File: config.mk
export PLATFORM = sky130hd
export DESIGN_NAME = dpft_front
export DESIGN_NICKNAME = d
export VERILOG_FILES = /design/src/rtl/dpft_pkg.sv /design/src/rtl/dpft_front.sv
export SDC_FILE = /design/constraint.sdc
export NUM_CORES = 2
export LEC_CHECK = 0
export BUFFER_PORTS_ARGS = -buffer_cell sky130_fd_sc_hd__buf_2
export CAP_MARGIN = 20
export CORE_ASPECT_RATIO = 2
export CORE_MARGIN = 2
export CORE_UTILIZATION = 26
export CTS_CLUSTER_SIZE = 8
export DETAILED_ROUTE_END_ITERATION = 10
export PLACE_DENSITY = 0.46
export SETUP_SLACK_MARGIN = 0.02
export SLEW_MARGIN = 40
export SYNTH_ARGS = -nofsm -noshare
export SYNTH_HDL_FRONTEND = slang
export SYNTH_SLANG_ARGS = --single-unit
export TNS_END_PERCENT = 50
File: constraint.sdc
create_clock -name clock -period 21.7 [get_ports clock]
set_input_delay 6.51 -clock clock [delete_from_list [all_inputs] [get_ports clock]]
set_output_delay 6.51 -clock clock [all_outputs]
set_load 0.02 [all_outputs]
File: src/rtl/dpft_pkg.sv
package dpft_pkg;

   // default formats: colour Q8.16, alpha Q1.16
   localparam int DEFAULT_FRACTION_BITS       = 16;
   localparam int DEFAULT_COLOUR_INTEGER_BITS = 8;

   // configuration port
   localparam int CSR_INDEX_W = 2;
   localparam int CSR_DATA_W  = 17;

   localparam logic [CSR_DATA_W-1:0] OPAQUE_THRESHOLD_RESET    = 17'd65530;
   localparam logic [CSR_DATA_W-1:0] UNPREMULTIPLY_FLOOR_RESET = 17'd7;

   typedef enum logic [CSR_INDEX_W-1:0] {
      CSR_OPAQUE_THRESHOLD    = 2'd0,
      CSR_UNPREMULTIPLY_FLOOR = 2'd1
   } csr_index_type;

   // display conversion
   localparam int DISPLAY_W = 8;

   // flattened pixels waiting between front and back
   localparam int QUEUE_DEPTH = 2;

   typedef struct packed {
      logic full;
      logic empty;
   } queue_status_type;

   typedef enum logic {
      FR_IDLE,
      FR_ACC
   } front_state_type;

   typedef enum logic [2:0] {
      BK_IDLE,
      BK_PREP,
      BK_LOAD,
      BK_DIV,
      BK_DONE
   } back_state_type;

   typedef enum logic [1:0] {
      CH_RED,
      CH_GREEN,
      CH_BLUE,
      CH_ALPHA
   } channel_type;

endpackage

File: src/rtl/dpft_front.sv
module dpft_front
   import dpft_pkg::*;
#(
   parameter int FRACTION_BITS       = DEFAULT_FRACTION_BITS,
   parameter int COLOUR_INTEGER_BITS = DEFAULT_COLOUR_INTEGER_BITS,
   localparam int CW = COLOUR_INTEGER_BITS + FRACTION_BITS,
   localparam int AW = FRACTION_BITS + 1,
   localparam int PIX_W = 3 * CW + AW
) (
   input  logic                  clock,
   input  logic                  reset,
   input  logic                  req_valid,
   output logic                  req_stall,
   input  logic [CW-1:0]         req_sample_red,
   input  logic [CW-1:0]         req_sample_green,
   input  logic [CW-1:0]         req_sample_blue,
   input  logic [AW-1:0]         req_sample_alpha,
   input  logic                  req_last_sample,
   input  logic                  req_empty_pixel,
   input  logic [CSR_DATA_W-1:0] opaque_threshold,
   input  queue_status_type      q_status,
   output logic                  q_push,
   output logic [PIX_W-1:0]      q_push_data
);

   localparam int F    = FRACTION_BITS;
   localparam int PCW  = CW + AW;
   localparam int PAW  = 2 * AW;
   localparam int CMPW = (AW > CSR_DATA_W) ? AW : CSR_DATA_W;

   localparam logic [AW-1:0]  ONE_A      = AW'(1) << F;
   localparam logic [CW-1:0]  COLOUR_MAX = {CW{1'b1}};
   localparam logic [PCW:0]   HALF_C     = (PCW+1)'(1) << (F - 1);
   localparam logic [PAW:0]   HALF_A     = (PAW+1)'(1) << (F - 1);

   // round the weighted colour, add, saturate at all ones
   function automatic logic [CW-1:0] add_colour(logic [CW-1:0] acc, logic [PCW-1:0] prod);
      logic [PCW:0]  rnd;
      logic [CW+2:0] sum;
      rnd = {1'b0, prod} + HALF_C;
      sum = (CW+3)'(acc) + (CW+3)'(rnd[PCW:F]);
      return (sum > (CW+3)'(COLOUR_MAX)) ? COLOUR_MAX : sum[CW-1:0];
   endfunction

   // round the weighted alpha, add, saturate at one
   function automatic logic [AW-1:0] add_alpha(logic [AW-1:0] acc, logic [PAW-1:0] prod);
      logic [PAW:0]  rnd;
      logic [AW+2:0] sum;
      rnd = {1'b0, prod} + HALF_A;
      sum = (AW+3)'(acc) + (AW+3)'(rnd[PAW:F]);
      return (sum > (AW+3)'(ONE_A)) ? ONE_A : sum[AW-1:0];
   endfunction

   front_state_type state_ff, state_in;

   logic [CW-1:0]  acc_red_ff, acc_green_ff, acc_blue_ff;
   logic [CW-1:0]  acc_red_in, acc_green_in, acc_blue_in;
   logic [AW-1:0]  acc_alpha_ff, acc_alpha_in;
   logic           opaque_ff, opaque_in;

   logic [PCW-1:0] prod_red_ff, prod_green_ff, prod_blue_ff;
   logic [PAW-1:0] prod_alpha_ff;
   logic           do_acc_ff, emit_ff;

   logic           take;
   logic [AW-1:0]  weight;
   logic [AW-1:0]  sample_alpha_clamped;

   logic [CW-1:0]  new_red, new_green, new_blue;
   logic [AW-1:0]  new_alpha, sum_alpha;
   logic           new_opaque;

   // next state
   always_comb begin
      state_in = state_ff;
      unique case (state_ff)
         FR_IDLE: if (take) state_in = FR_ACC;
         FR_ACC:  state_in = FR_IDLE;
         default: state_in = FR_IDLE;
      endcase
   end

   // handshake and queue strobes
   always_comb begin
      req_stall = (state_ff != FR_IDLE) || q_status.full;
      take      = (state_ff == FR_IDLE) && req_valid && !q_status.full;
      q_push    = (state_ff == FR_ACC) && emit_ff;
   end

   // weight from what is already in front of this sample
   assign weight               = ONE_A - acc_alpha_ff;
   assign sample_alpha_clamped = (req_sample_alpha > ONE_A) ? ONE_A : req_sample_alpha;

   // accumulate stage
   always_comb begin
      sum_alpha  = add_alpha(acc_alpha_ff, prod_alpha_ff);
      new_red    = acc_red_ff;
      new_green  = acc_green_ff;
      new_blue   = acc_blue_ff;
      new_alpha  = acc_alpha_ff;
      new_opaque = opaque_ff;
      if (do_acc_ff) begin
         new_red   = add_colour(acc_red_ff, prod_red_ff);
         new_green = add_colour(acc_green_ff, prod_green_ff);
         new_blue  = add_colour(acc_blue_ff, prod_blue_ff);
         new_alpha = sum_alpha;
         if (CMPW'(sum_alpha) >= CMPW'(opaque_threshold)) begin
            new_alpha  = ONE_A;
            new_opaque = 1'b1;
         end
      end
      q_push_data = {new_red, new_green, new_blue, new_alpha};
   end

   // accumulator next value, cleared once the pixel leaves
   always_comb begin
      acc_red_in   = acc_red_ff;
      acc_green_in = acc_green_ff;
      acc_blue_in  = acc_blue_ff;
      acc_alpha_in = acc_alpha_ff;
      opaque_in    = opaque_ff;
      if (state_ff == FR_ACC) begin
         if (emit_ff) begin
            acc_red_in   = '0;
            acc_green_in = '0;
            acc_blue_in  = '0;
            acc_alpha_in = '0;
            opaque_in    = 1'b0;
         end else begin
            acc_red_in   = new_red;
            acc_green_in = new_green;
            acc_blue_in  = new_blue;
            acc_alpha_in = new_alpha;
            opaque_in    = new_opaque;
         end
      end
   end

   // control and accumulator registers
   always_ff @(posedge clock) begin
      if (reset) begin
         state_ff     <= FR_IDLE;
         acc_red_ff   <= '0;
         acc_green_ff <= '0;
         acc_blue_ff  <= '0;
         acc_alpha_ff <= '0;
         opaque_ff    <= 1'b0;
         do_acc_ff    <= 1'b0;
         emit_ff      <= 1'b0;
      end else begin
         state_ff     <= state_in;
         acc_red_ff   <= acc_red_in;
         acc_green_ff <= acc_green_in;
         acc_blue_ff  <= acc_blue_in;
         acc_alpha_ff <= acc_alpha_in;
         opaque_ff    <= opaque_in;
         if (take) begin
            do_acc_ff <= !req_empty_pixel && !opaque_ff;
            emit_ff   <= req_last_sample || req_empty_pixel;
         end
      end
   end

   // multiply stage
   always_ff @(posedge clock) begin
      if (take) begin
         prod_red_ff   <= PCW'(req_sample_red) * PCW'(weight);
         prod_green_ff <= PCW'(req_sample_green) * PCW'(weight);
         prod_blue_ff  <= PCW'(req_sample_blue) * PCW'(weight);
         prod_alpha_ff <= PAW'(sample_alpha_clamped) * PAW'(weight);
      end
   end

endmodule

# [Word level (Yosys, flattened, before mapping)]
# Index checks and enable logic that the tools add are counted.
[word_totals] input_bits=113 ramBits=0 mem_bits_ro=0 mem_count=0 latchBits=0 reg_bits=250 out_inout_bits=91
[classes] n_shift=0 magnitude_cmp=6 n_addsub=9 n_reduce_logical=12 n_eq_ne=0 bitwise_logic=1 multipliers=4 div=0 muxes=19
[op_table] cell="$mux W24" count=9
[op_table] cell="$add A41 B16 Y42 const B" count=3
[op_table] cell="$mul A24 B17 Y41" count=3
[op_table] cell="$mux W17" count=5
[op_table] cell="$add A24 B26 Y27" count=3
[op_table] cell="$gt A27 B24 Y1 const B" count=3
[op_table] cell="$add A34 B16 Y35 const B" count=1
[op_table] cell="$mul A17 B17 Y34" count=1
[op_table] cell="$add A17 B19 Y20" count=1
[op_table] cell="$gt A20 B17 Y1 const B" count=1
[op_table] cell="$ge A17 B17 Y1" count=1
[op_table] cell="$gt A17 B17 Y1 const B" count=1
[op_table] cell="$sub A17 B17 Y17 const A" count=1
[op_table] cell="$logic_and A1 B1 Y1" count=4
[op_table] cell="$mux W1" count=4
[op_table] cell="$reduce_bool A2 Y1" count=2
[op_table] cell="$logic_not A1 Y1" count=3
[op_table] cell="$reduce_and A3 Y1" count=1
[op_table] cell="$logic_or A1 B1 Y1" count=2
[op_table] cell="$pmux W1 S2" count=1
[op_table] cell="$not A1 Y1" count=1

# [Logic depth before layout (Yosys ltp)]
[depth] depth_word=8 depth_mapped=32

# [Worst setup path after synthesis]
# OpenSTA, ideal clock, no wires.
[synth_path] path_kind="input port to output port" from="input opaque_threshold[1]" to="output q_push_data[10]" stages=13 arrival_ns=8.884 path_slack_ns=6.306 path_buffers=1 required_time_ns=15.190 path_cell_list="inv_1 ha_1 nor2b_1 o21ai_0 nand2b_1 a21oi_1 o21ai_0 a211o_1 a31oi_1 o21a_1 nand3_1 clkbuf_1 o32ai_1"
[synth_via] elab_chain_cells=3
[synth_rtl] item="start: declaration" line_no="dpft_front.sv:20" source="input logic [CSR_DATA_W-1:0] opaque_threshold,"
[synth_rtl] item="$ge A17 B17 Y1" line_no="dpft_front.sv:107" source="if (CMPW'(sum_alpha) >= CMPW'(opaque_threshold)) begin"
[synth_rtl] item="$mux W17" line_no="dpft_front.sv:107"
[synth_rtl] item="$mux W17" line_no="dpft_front.sv:102" source="if (do_acc_ff) begin"
[synth_rtl] item="end: declaration" line_no="dpft_front.sv:23" source="output logic [PIX_W-1:0] q_push_data"
# Every way passes these cells.

# [Worst setup path in the final report]
[layout_path] from="input opaque_threshold[5]" to="output q_push_data[0]"
# The elaborated chain is that of the path after synthesis.

==> flow_summary.json <==
{
  "cts-htree-levels": 4,
  "max_freq_mhz": 59.59,
  "drc": 0,
  "root_buffer": "clkbuf_16",
  "gr-usage-all-layers_pct": 17.77,
  "grt_util_met3_pct": 1.844,
  "grt_max_degree": 90,
  "synthCells": 7101,
  "p_leak_nw": 32.65,
  "die-area_um2": 236600,
  "slew_headroom_pct": 42.73,
  "antenna_found_initial": 52,
  "cp-start-kind": "input port",
  "cts_sinks": 190,
  "slew_viol_final": 0,
  "io_buffers": 202,
  "utilization_pct": 28.32,
  "dominantRegCellSynth": "edfxtp_1",
  "min_period_over_period_pct": 77.34,
  "initial_core_util_pct": 26.12,
  "end_kind": "primary output",
  "min_period_ps": 16780,
  "first_global_vias": 52830,
  "ctsHoldBuffers": 0,
  "cpMostUsedCell": "buf_2",
  "yosysWarnings": 0,
  "fin_setup_tns_ps": 0,
  "crit_fanout": 13,
  "die_w_um": 345.0,
  "cap_violations": 0,
  "cp_cell_sequence": "buf_2 -> inv_1 -> ha_1 -> a21o_1 -> a21oi_1 -> o21ai_0 -> a211o_1 -> a31oi_1 -> o21a_1 -> nand3_1 -> o32ai_1 -> buf_2",
  "power_density_nw_per_um2": 18.02,
  "finalHoldViolCount": 0,
  "drt-pass1-iter-count": 6,
  "ys_async_sr_fraction_pct": 0,
  "worstMarginPinSlew_ps": 857.3,
  "post_cts_buffers": 0,
  "drt_iter0_markers": 1921,
  "rsz0062_at_grt": "no",
  "cts_tree": "built",
  "use_met2_pct": 36.84,
  "grt_pass1_wl_um": 312800,
  "setup_viol": 0,
  "via_per_inst": 4.728,
  "mostFrequentLayoutCells": "inv_1 (1618), nand2_1 (1224), fa_1 (1207)",
  "cp_slowest_stage_delay_ps": 850,
  "netlist_area_um2": 60460,
  "cpLargestDelayFamily": "compound AO/OA/AOI/OAI gates",
  "cts-buffers-inserted": 17,
  "synth_cell_types": 86,
  "setup_ws_ps": 4918,
  "seq_area_frac_synth_pct": 7.897,
  "fill_cells": 25070,
  "clk_pin_slew_ps": 90,
  "status": "finished, final reports clean",
  "die_h_um": 686.0,
  "syn_nets": 8977,
  "final_common_cell": "inv_1",
  "cp.buffers_inverters": 3,
  "drtAntennaViolNets": 0,
  "ir_drop_v": 0.00005552,
  "place_congestion": 0.8604,
  "core-area_um2": 231500,
  "cts.repair.resized": 0,
  "clockBufferDepth": 2,
  "vias": 47790,
  "critPathRequiredTime_ps": 15190,
  "busiest_layer": "met2",
  "syn_to_final_growth_pct": 8.423,
  "rows": 250,
  "syn_area_per_cell_um2": 8.514,
  "grt_remaining_overflow": 0,
  "slowest_stage": "o32ai_1",
  "fin_skew_ps": 23.58,
  "io_pins": 204,
  "clk_latency_ps": 510,
  "use_met1_pct": 16.68,
  "synth-edff-count": 97,
  "nets": 8933,
  "drive_gt1_share_pct": 5.248,
  "drt-total-wl_um": 208600,
  "hold_path_class": "reg2reg",
  "hpwl_um": 163500,
  "preCtsSetupSlack_ps": 4825,
  "wl_per_cell_um": 20.64,
  "crit_arrival_ps": 10270,
  "synth-seq-cells": 190,
  "critPathKind": "in2out"
}
## cell families after synthesis
group | after synthesis | share of synthesized area, %
and+or+nand+nor | 2267 | 17.01
buffers and inverters | 1947 | 12.16
adders and majority gates | 1763 | 51.47
AOI/OAI and AO/OA | 657 | 7.413
xor gates and xnor gates | 271 | 3.951
DFF | 190 | 7.897
muxes | 6 | 0.1014
## flip-flops by register name, summed over array words and instances, names as in the netlist, 17 cells and up
| signal | flops |
|---|---|
| acc_alpha_ff | 17 |
| acc_green_ff | 24 |
| prod_red_ff | 26 |
| prod_blue_ff | 26 |
| acc_blue_ff | 24 |
| prod_alpha_ff | 19 |
| prod_green_ff | 26 |
| acc_red_ff | 24 |
## power by group
| part | internal (W) | leakage (nW) | total (W) | switching, W |
|---|---|---|---|---|
| Clock | 0.000165 | 0.286 | 0.000350 | 0.000185 |
| Sequential | 0.000394 | 1.66 | 0.000407 | 0.0000136 |
| Combinational | 0.000140 | 30.7 | 0.000424 | 0.000284 |
| Total | 0.000699 | 32.6 | 0.00118 | 0.000483 |
## metal layers
| layer | share of wire (%) | wire length, µm |
|---|---|---|
| met5 | 0.048 | 100 |
| met4 | 5.5 | 11440 |
| met3 | 3.7 | 7721 |
| met1 | 32 | 66210 |
| met2 | 59 | 123100 |
## cell type report
class / count / area, µm² / area share, %
Antenna cell: 13 / 32.53 / 0.04963
Clock buffer: 17 / 425.4 / 0.6490
Clock inverter: 15 / 170.2 / 0.2596
Inverter: 1619 / 6080 / 9.274
Multi-Input combinational cell: 4964 / 48660 / 74.22
Sequential cell: 190 / 4783 / 7.297
Tap cell: 3024 / 3784 / 5.772
Timing Repair Buffer: 265 / 1622 / 2.474
## worst paths after layout
kind                                     start                      endpoint  cells after the start  slack (ps)
setup / recovery           opaque_threshold[5]                q_push_data[0]                     12        4920
hold / removal    acc_green_ff[0]$_SDFFE_PP0P_  acc_green_ff[0]$_SDFFE_PP0P_                      2         480
setup reg to reg  acc_alpha_ff[0]$_SDFFE_PP0P_    prod_blue_ff[39]$_DFFE_PP_                     30       11090
hold reg to reg   acc_green_ff[0]$_SDFFE_PP0P_  acc_green_ff[0]$_SDFFE_PP0P_                      2         480
## Yosys cell counts, drive strengths merged, types with 6 or more instances
cell type	count	area [µm²]
a2111oi	7	67.56
edfxtp	97	2913
o22ai	9	56.30
inv	1619	6077
dfxtp	93	1862
nor2b	40	250.2
fa	1207	24160
a21oi	161	809.5
nand2b	23	143.9
a211o	7	61.31
ha	556	6957
a211oi	33	247.7
o31ai	16	120.1
a41oi	6	60.06
o21ai	110	550.5
or3	16	101.4
nor3	42	210.2
o211ai	12	90.09
a31oi	12	81.33
buf	40	193.9
nand2	1224	4594
o41ai	7	61.31
o32ai	12	105.1
o21a	38	285.3
nor2	322	1226
nand3	70	350.3
o22a	55	481.7
and4	13	113.9
o21bai	22	168.9
and3	41	256.5
o221ai	40	350.3
nor4	12	81.33
a21o	76	570.6
clkbuf	288	1081
and2	400	2502
or2	9	56.30
nand4	36	225.2
xor2	82	718.2
xnor2	189	1670
## tightest hold or removal path: stages, from the launching register on
cell and delay, ps:
dfxtp_1 340, nand2_1 60, nand2_1 40
## per-stage QoR
step | instances | instance area, µm² | hold WS, ps | total power, W
floorplan | 7101 | 60460 | 441.9 | 0.0006718
global placement | 10050 | 64680 | 460.7 | 0.0008423
detailed placement | 10060 | 64890 | 468.1 | 0.0008451
CTS | 10090 | 65490 | 482.7 | 0.001205
global route | 10100 | 65520 | 496.1 | 0.001248
finish | 10110 | 65550 | 480.3 | 0.001181
Power figures use the tool's default switching activity.
