--- config.mk ---
export PLATFORM = sky130hd
export DESIGN_NAME = dpft_queue
export DESIGN_NICKNAME = d
export VERILOG_FILES = /design/src/rtl/dpft_pkg.sv /design/src/rtl/dpft_queue.sv
export SDC_FILE = /design/constraint.sdc
export NUM_CORES = 1
export LEC_CHECK = 0
export ABC_CLOCK_PERIOD_IN_PS = 1300
export BUFFER_PORTS_ARGS = -buffer_cell sky130_fd_sc_hd__buf_2
export CELL_PAD_IN_SITES_DETAIL_PLACEMENT = 1
export CELL_PAD_IN_SITES_GLOBAL_PLACEMENT = 1
export CORE_MARGIN = 4
export CORE_UTILIZATION = 39
export DETAILED_ROUTE_END_ITERATION = 7
export GPL_TIMING_DRIVEN = 0
export PLACE_DENSITY_LB_ADDON = 0.1
export SYNTH_ARGS = -nofsm -noshare
export SYNTH_HDL_FRONTEND = slang
export SYNTH_SLANG_ARGS = --single-unit
--- constraint.sdc ---
create_clock -name clock -period 1.3 [get_ports clock]
set_clock_uncertainty 0.1 [all_clocks]
set_input_delay 0.065 -clock clock [delete_from_list [all_inputs] [get_ports clock]]
set_output_delay 0.065 -clock clock [all_outputs]
set_load 0.01 [all_outputs]
--- src/rtl/dpft_pkg.sv ---
package dpft_pkg;

   // default formats: colour Q8.16, alpha Q1.16
   localparam int DEFAULT_FRACTION_BITS       = 16;
   localparam int DEFAULT_COLOUR_INTEGER_BITS = 8;

   // configuration port
   localparam int CSR_INDEX_W = 2;
   localparam int CSR_DATA_W  = 17;

   localparam logic [CSR_DATA_W-1:0] OPAQUE_THRESHOLD_RESET    = 17'd65530;
   localparam logic [CSR_DATA_W-1:0] UNPREMULTIPLY_FLOOR_RESET = 17'd7;

   typedef enum logic [CSR_INDEX_W-1:0] {
      CSR_OPAQUE_THRESHOLD    = 2'd0,
      CSR_UNPREMULTIPLY_FLOOR = 2'd1
   } csr_index_type;

   // display conversion
   localparam int DISPLAY_W = 8;

   // flattened pixels waiting between front and back
   localparam int QUEUE_DEPTH = 2;

   typedef struct packed {
      logic full;
      logic empty;
   } queue_status_type;

   typedef enum logic {
      FR_IDLE,
      FR_ACC
   } front_state_type;

   typedef enum logic [2:0] {
      BK_IDLE,
      BK_PREP,
      BK_LOAD,
      BK_DIV,
      BK_DONE
   } back_state_type;

   typedef enum logic [1:0] {
      CH_RED,
      CH_GREEN,
      CH_BLUE,
      CH_ALPHA
   } channel_type;

endpackage

--- src/rtl/dpft_queue.sv ---
module dpft_queue
   import dpft_pkg::*;
#(
   parameter int WIDTH = 8,
   parameter int DEPTH = QUEUE_DEPTH
) (
   input  logic             clock,
   input  logic             reset,
   input  logic             push,
   input  logic [WIDTH-1:0] push_data,
   input  logic             pop,
   output logic [WIDTH-1:0] pop_data,
   output queue_status_type status
);

   localparam int PTR_W = (DEPTH > 1) ? $clog2(DEPTH) : 1;
   localparam int CNT_W = $clog2(DEPTH + 1);
   localparam logic [PTR_W-1:0] LAST_PTR = PTR_W'(DEPTH - 1);

   logic [WIDTH-1:0] entry_ff [DEPTH];
   logic [PTR_W-1:0] wr_ptr_ff, wr_ptr_in;
   logic [PTR_W-1:0] rd_ptr_ff, rd_ptr_in;
   logic [CNT_W-1:0] count_ff, count_in;

   // pointer and fill count
   always_comb begin
      wr_ptr_in = wr_ptr_ff;
      rd_ptr_in = rd_ptr_ff;
      count_in  = count_ff;
      if (push) wr_ptr_in = (wr_ptr_ff == LAST_PTR) ? '0 : wr_ptr_ff + PTR_W'(1);
      if (pop)  rd_ptr_in = (rd_ptr_ff == LAST_PTR) ? '0 : rd_ptr_ff + PTR_W'(1);
      if (push && !pop)      count_in = count_ff + CNT_W'(1);
      else if (pop && !push) count_in = count_ff - CNT_W'(1);
   end

   always_ff @(posedge clock) begin
      if (reset) begin
         wr_ptr_ff <= '0;
         rd_ptr_ff <= '0;
         count_ff  <= '0;
      end else begin
         wr_ptr_ff <= wr_ptr_in;
         rd_ptr_ff <= rd_ptr_in;
         count_ff  <= count_in;
      end
   end

   // storage
   always_ff @(posedge clock) begin
      if (push) entry_ff[wr_ptr_ff] <= push_data;
   end

   assign pop_data     = entry_ff[rd_ptr_ff];
   assign status.full  = (count_ff == CNT_W'(DEPTH));
   assign status.empty = (count_ff == '0);

endmodule

== After elaboration in Yosys (flattened, before gate mapping) ==
Memory sizes are Yosys's and may differ from the RTL's. A register that Yosys moved wholly into a read port is not among the register bits.
Cells that the tools add are included.

* Register bits: 4
* Bits in writable memories: 16
* Logic and storage cells: 23
* Memories kept: 1
* Bits of input ports: 12
* Output and inout bits: 10

{| class="wikitable"
|+ Memory list
! memory !! words !! bits a word !! read ports !! clocked after Yosys merged registers in !! write ports !! RTL line !! RTL
|-
| entry_ff || 2 || 8 || 1 || 1 || 1 || dpft_queue.sv:20 || <nowiki>logic [WIDTH-1:0] entry_ff [DEPTH];</nowiki>
|}

* Eq/ne operators: 1
* $add $sub $neg: 4
* Muxes and demuxes: 8
* Reduce and logical (&&, ||, !) cells: 6

{| class="wikitable"
|+ Operator list
! kind !! number
|-
| $mux W1 || 6
|-
| $mux W2 || 2
|-
| $add A1 B1 Y1 const B || 2
|-
| $add A2 B1 Y2 const B || 1
|-
| $eq A2 B2 Y1 const B || 1
|-
| $logic_and A1 B1 Y1 || 2
|-
| $logic_not A1 Y1 || 2
|-
| $logic_not A2 Y1 || 1
|-
| $reduce_bool A2 Y1 || 1
|-
| $sub A2 B1 Y2 const B || 1
|}

== Longest topological paths before layout ==
Gate-level depths: netlist (run 1).

* Depth in word-level cells: 4
* Mapped depth: 5
* Depth with buffers taken out: 5

== Least setup slack after synthesis (run 1) ==
OpenSTA, ideal clock, no wires.

* Kind: flip-flop to flip-flop
* Start: register wr_ptr_ff
* End: memory entry_ff[0][0], enable pin
* Data required time: 0.827 ns
* Period minus slack after synthesis: 1.188 ns
* Slack: 0.112 ns
* Library setup time: 0.373 ns
* Stages on the path, launching flop included: 2
* Buffers on the path: 0
* Arrival time: 0.715 ns
* Cell sequence: dfxtp_1 > nor2b_1

{| class="wikitable"
|+ RTL lines
! element !! RTL line !! RTL
|-
| from (decl) || dpft_queue.sv:21 || <nowiki>logic [PTR_W-1:0] wr_ptr_ff, wr_ptr_in;</nowiki>
|-
| from (signal assigned) || dpft_queue.sv:42 || <nowiki>wr_ptr_ff <= wr_ptr_in;</nowiki>
|-
| to (decl) || dpft_queue.sv:20 ||
|}

Straight into the memory's write port.

==> results.md, run 1 <==
- WS Path Type: reg -> out
- Routability cong.: approximately 0.67
- Power per cell area: around 1200 mW/mm^2
- Met2 WL: between 600 and 700 um
- Crit path max fanout: 8
- Met3 WL post-DR: around 89 um
- Failing checks: setup timing
- Total power: roughly 0.0014 W
- Yosys reg bits: 21
- Largest net degree at the start of global routing: 12
- Vias: slightly below 500
- Area leader, netlist: edfxtp_1
- IO Port Bufs: 21
- Final period utilization: 106%
- Clock sink total: 21
- Crit path launch type: flop
- Syn avg cell area: between 15 and 20 sq um
- Fin crit period: around 1400 ps
- Int Pwr: approximately 0.0011 W
- ANT cells: 0
- Reg-to-reg startpoint: wr_ptr_ff
- CTS tree: done
- Adder-Cell Fraction of Synth Area: 1.60%
- RSZ-0062 raised after global routing: true
- Die footprint: between 0.002 and 0.003 sq mm
- Area contributors post-synth: edfxtp_1 (61%), dfxtp_1 (13%), mux2_2 (12%)
- Post-synth top cells: edfxtp_1 (16), mux2_2 (8), dfxtp_1 (5), nor2_1 (5)
- Post-CTS setup buffer count: 0
- GR Util All Layers: roughly an eighth
- Reg clk slew, reported paths: 110 ps
- Met1 wire length: a little over 600 um
- Vias in the first global route: 545
- Max Slew Vio Count: 0
- Synth Area in Compound Gates: around 1.3%
- DR iter-0 viols: 1
- Multi-input logic area: 226 sq um
- Synth Cell Area: 783 sq um
- Share of the synthesized area in the top cell type: 61.3%
- Worst Tran Pin Value: around 440 ps
- Largest family of logic cells by synthesized area: multiplexers
- Max-Cap Viols: 0
- Synth Warn #: 0
- Dominant synthesized flop cell: edfxtp_1
- Crit end category: output port
- Max clock buf depth: 2
- Worst vdd ir: roughly 0.00085 V
- Worst Hold Launch: push
- Setup TNS Final: -617 ps
- Nets: 97
- Chip height: approximately 53 um
- Data required time of the worst path: around 1100 ps
- Post-Synth Simple-Gate Area: between 5 and 6%
- Uppermost layer routed: met4
- H-tree depth: 1
- Async set or reset register ratio after synthesis: 0%
- Post-synth EDFFs: 16
- Sequential share of the synthesized area: about three quarters
- Max_slew headroom: 70.7%
- Total CTS buffers: 3
- Final setup margin: -80.6 ps
- First-pass GRT wire length: between 2000 and 2500 um
- Post-synthesis cell count: between 40 and 50
- Detailed Route WL: between 1000 and 1500 um
- WL/cell: around 13 um
- FF/Latch Area: 582 sq um
- Status: complete, but fails checks
- Hold Fails Final Rpt: 0
- Initial core utilization: a little over two fifths
- Yosys cell types: 15
- HP Class: in -> reg
- Multiplexer area fraction after synthesis: 11.5%
- Worst skew pair latency: ~290 ps
- DRC: 0
- Final setup violation count: 8
- Xor and xnor area share after synthesis: 4.47%
- Placed Cells: 93
- Max Clock Freq: 724 MHz
- Detailed-router iteration count before antenna repair: 2
- Via density: around 4.5
- Worst Path Arrival: between 1000 and 1500 ps
- Fillers: 179
- Count leader, synth: edfxtp_1
- Layout cells sized above 1: between 40% and 50%
- Switching Fraction: a little under a quarter
- FP Rows: 15
- DRT antenna net count: 0
- Die width: between 50 and 60 um
- Syn nets: 60
- Initial antenna violation count: 0
- Gate power share: roughly 20%
- Area growth syn-to-layout: 46.8%
- Grt total ovfl: 0
- Clock share of power: around 22%
- Reg power frac: 58.2%
- # IOs: 22
- Net Switching: around 0.00031 W
- Placeable Area: approximately 0.0018 sq mm
- Clk root buf: clkbuf_4
- Leakage power: around 0.47 nW
- Layout Cells excl Fill: roughly 110
==> cell families (layout without fill, tap and decap cells) <==
family,Yosys count,in the layout
AND/OR/NAND/NOR,9,9
flip-flops,21,21
buffers and inverters,2,38
adder cells (fa/ha/maj),1,1
XOR/XNOR,4,4
AO/OA/AOI/OAI,2,2
multiplexers,8,8
==> power by group through the flow <==
| stage | logic [W] | clock network, W | registers (W) |
|---|---|---|---|
| after CTS | 0.000284 | 0.000310 | 0.000799 |
| after detailed placement | 0.000194 | 0 | 0.000811 |
| after floorplan | 0.000118 | 0 | 0.000805 |
| after global placement | 0.000190 | 0 | 0.000808 |
| after global routing | 0.000307 | 0.000334 | 0.000806 |
| final | 0.000280 | 0.000295 | 0.000799 |
==> cell type report <==
cell class,instances,share of cell area [%]
Clock buffer,4,2.29
Buffer,1,1.31
Inverter,1,0.326
Multi-Input combinational cell,24,19.7
Sequential cell,21,50.6
Timing Repair Buffer,32,23.1
Tap cell,25,2.72
==> path summary, 6_finish.rpt <==
kind / end / slack (ps) / cells after the start
max: pop_data[6] / -80 / 3
min: count_ff[0] / 150 / 4
min reg2reg: flop / 410 / 2
max reg2reg: entry_ff[1][7] / 80 / 1
==> per-layer routing <==
layer,vias up,global-route usage [%]
met1,225,15.7
li1,242,-
met5,-,0
met4,0,5.11
met3,2,2.85
met2,18,20.7
==> registers in the layout (all words and copies together), names as in the netlist, named ones only <==
signal     cells
entry_ff      16
count_ff       2
rd_ptr_ff      1
wr_ptr_ff      1
==> worst max-delay path, cell delays in order, from the launching register on <==
cell	delay [ps]
dfxtp_2	350
buf_8	140
mux2_4	310
buf_6	120
==> cells in the final DEF (no fill, tap or decap) <==
master          n
and2b_2         1
dfxtp_1         4
mux2_4          8
inv_1           1
xnor2_1         2
nor2_1          5
buf_6           8
ha_1            1
clkbuf_4        3
and2_1          1
dfxtp_2         1
o21ai_0         1
xor2_1          2
edfxtp_1       16
clkbuf_1        1
a21oi_1         1
dlygate4sd3_1  11
or3_1           1
buf_8           1
buf_2          13
nor2b_2         1
==> repair_timing <==
action,CTS,global route
gates resized for setup,21,0
hold buffers,11,0
endpoints found under the setup margin,16,8
hold endpoints to repair,21,0
==> through the flow <==
| stage | area, sq um | util [%] | worst slack (ps) | hold slack, ps |
|---|---|---|---|---|
| 3_5_place_dp | 920 | 50.5 | -88.0 | 156 |
| 2_1_floorplan | 783 | - | 112 | 34.1 |
| 6_report | 1150 | 63.2 | -80.6 | 155 |
| 3_3_place_gp | 920 | 50.5 | -88.8 | 153 |
| 5_1_grt | 1150 | 63.2 | -137 | 197 |
| 4_1_cts | 1150 | 63.2 | -99.7 | 135 |
Power figures use the tool's default switching activity.
==> inputs of run 2 (changes only) <==
Settings changed: PLACE_DENSITY_LB_ADDON 0.1 to 0.08.
==> run 2 against run 1 <==
  * The flow still finishes with violations (setup timing)
  * Largest cell class unchanged
  * Sequential cell count did not move
  * Utilization rose by 0.14 points
  * Die area did not move
  * Hold slack improved by 2.7 ps
  * Clock power rose by 8.1%
  * Register-to-register slack got worse by 20 ps
==> results.md, run 2 (same netlist as run 1, synthesis figures left out) <==
- Vias in the first global route: roughly 530
- Reg2Reg Capture Point: entry_ff[1][0]
- Detailed-router iteration count before antenna repair: 4
- Failing checks: setup timing
- Largest register FFs: 16
- Worst Path Arrival: 1230 ps
- FP Rows: 15
- Final setup margin: -93.4 ps
- DRC: 0
- Total CTS buffers: 3
- Initial antenna violation count: 0
- Max-Cap Viols: 0
- Fin crit period: roughly 1400 ps
- WL/cell: 15.6 um
- Largest net degree at the start of global routing: 13
- Placeable Area: 0.00182 sq mm
- Setup TNS Final: -692 ps
- Post-CTS setup buffer count: 0
- Vias: between 400 and 500
- Max_slew headroom: 69.4%
- Area growth syn-to-layout: 47.1%
- Worst skew pair latency: 290 ps
- Worst vdd ir: between 0.0008 and 0.0009 V
- Die width: around 53 um
- Int Pwr: 0.00106 W
- Place WS: -107 ps
- Via density: 4.57
- R2r setup slk: roughly 60 ps
- Data required time of the worst path: about 1100 ps
- Max Clock Freq: 718 MHz
- DR iter-0 viols: 2
- Crit path launch type: flop
- Detailed Route WL: 1680 um
- Layout cells sized above 1: between 40 and 50%
- Reg power frac: between 50% and 60%
- Die footprint: 0.00279 sq mm
- CTS tree: done
- Net Switching: 0.000347 W
- Gate power share: between 20% and 30%
- Total power: about 0.0014 W
- Power per cell area: 1220 mW/mm^2
- # IOs: 22
- Switching Fraction: around 25%
- Commonest non-fill, non-tap cells in the layout: edfxtp_1 (16), buf_2 (13), dlygate4sd3_1 (11)
- Layout Cells excl Fill: 108
- HP Class: in -> reg
- Hold WS: ~160 ps
- DRT antenna net count: 0
- Max clock buf depth: 2
- Clk root buf: clkbuf_4
- Routability cong.: ~0.64
- Worst Hold Launch: push
- Worst Hold Depth: 4
- IO Port Bufs: 21
- Crit path max fanout: 8
- Final period utilization: 107%
- Status: complete, but fails checks
- WS Path Type: reg -> out
- Largest register by flop count: entry_ff
- Final setup violation count: 8
- Grt total ovfl: 0
- Clock share of power: between 20 and 25%
- Crit-path max cell delay: roughly 350 ps
- Max Slew Vio Count: 0
- Reg2reg path depth: 1
- Hold Path Sink: count_ff[0]
- Cell Chain, Critical Path: buf_8 > mux2_4 > buf_6
- Nets: 97
- ANT cells: 0
- Placed Cells: between 90 and 100
- Most common cell after layout, fill and taps aside: edfxtp_1
- Slowest cell on crit path: dfxtp_2
- Initial core utilization: 43.0%
- Crit end category: output port
- Worst Tran Pin Value: 456 ps
- GR Util All Layers: a little over an eighth
- First-pass GRT wire length: ~2600 um
- Reg clk slew, reported paths: 110 ps
- Clock sink total: 21
- Reg-to-reg startpoint: wr_ptr_ff
- H-tree depth: 1
- Largest regs: entry_ff: 16 flops, count_ff: 2 flops
- Leakage power: around 0.48 nW
- Chip height: 52.8 um
- RSZ-0062 raised after global routing: true
- Hold Fails Final Rpt: 0
-- run 2: cell count changes in the layout (fill, tap and decap cells not counted) --
cell      change
dfxtp_1       -1
clkinv_2      +1
clkbuf_1      -1
dfxtp_2       +1
-- run 2: area by class of cell --
cell class | instances | area [sq um]
sequential | 21 | 583
clock inverter | 1 | 5.00
inverter | 1 | 3.75
multi-input combinational | 24 | 226
buffer | 1 | 15.0
tap | 25 | 31.3
fill | 184 | 668
clock buffer | 3 | 22.5
timing repair buffer | 32 | 265
-- run 2: repair_timing --
item                                    in CTS  in global routing
hold buffers                                11                  0
endpoints found under the setup margin      16                  9
gates resized for setup                     13                  9
pin swaps                                    0                  0
endpoints found under the hold margin       21                  0
-- run 2: worst max-delay path by stage --
| stage | startpoint | to | slack (ps) | cells after the start |
|---|---|---|---|---|
| after floorplan | wr_ptr_ff | entry_ff[0][0] | 110 | 1 |
| after global placement | wr_ptr_ff | entry_ff[0][0] | -70 | 1 |
| after detailed placement | wr_ptr_ff | entry_ff[0][3] | -110 | 1 |
| after CTS | flop | pop_data[7] | -120 | 3 |
| after global routing | flop | pop_data[5] | -150 | 3 |
| final | flop | pop_data[4] | -90 | 3 |
-- run 2: worst max-delay path, delay by kind of cell, from the launching register on --
kind / cells / cell delay [ps]
DFF: 1 / 350
muxes: 1 / 310
buffers and inverters: 2 / 260
-- run 2: power by group through the flow --
stage / logic (W) / registers, W / clock network, W
after floorplan: 0.000118 / 0.000805 / 0
after global placement: 0.000187 / 0.000808 / 0
after detailed placement: 0.000199 / 0.000811 / 0
after CTS: 0.000269 / 0.000798 / 0.000317
after global routing: 0.000312 / 0.000808 / 0.000360
final: 0.000287 / 0.000801 / 0.000319
-- run 2: routing by layer --
layer  vias to the layer above  wire, um  global-route usage [%]
li1                        240         -                       -
met1                       233       664                    17.0
met2                        19       934                    24.6
met3                         2        78                    2.85
met4                         0         4                    1.28
met5                         -         0                       0
-- run 2: stage by stage --
| stage | utilization (%) | instance area, sq um |
|---|---|---|
| 2_1_floorplan | - | 783 |
| 3_3_place_gp | 50.5 | 920 |
| 3_5_place_dp | 50.5 | 920 |
| 4_1_cts | 61.6 | 1120 |
| 5_1_grt | 63.3 | 1150 |
| 6_report | 63.3 | 1150 |
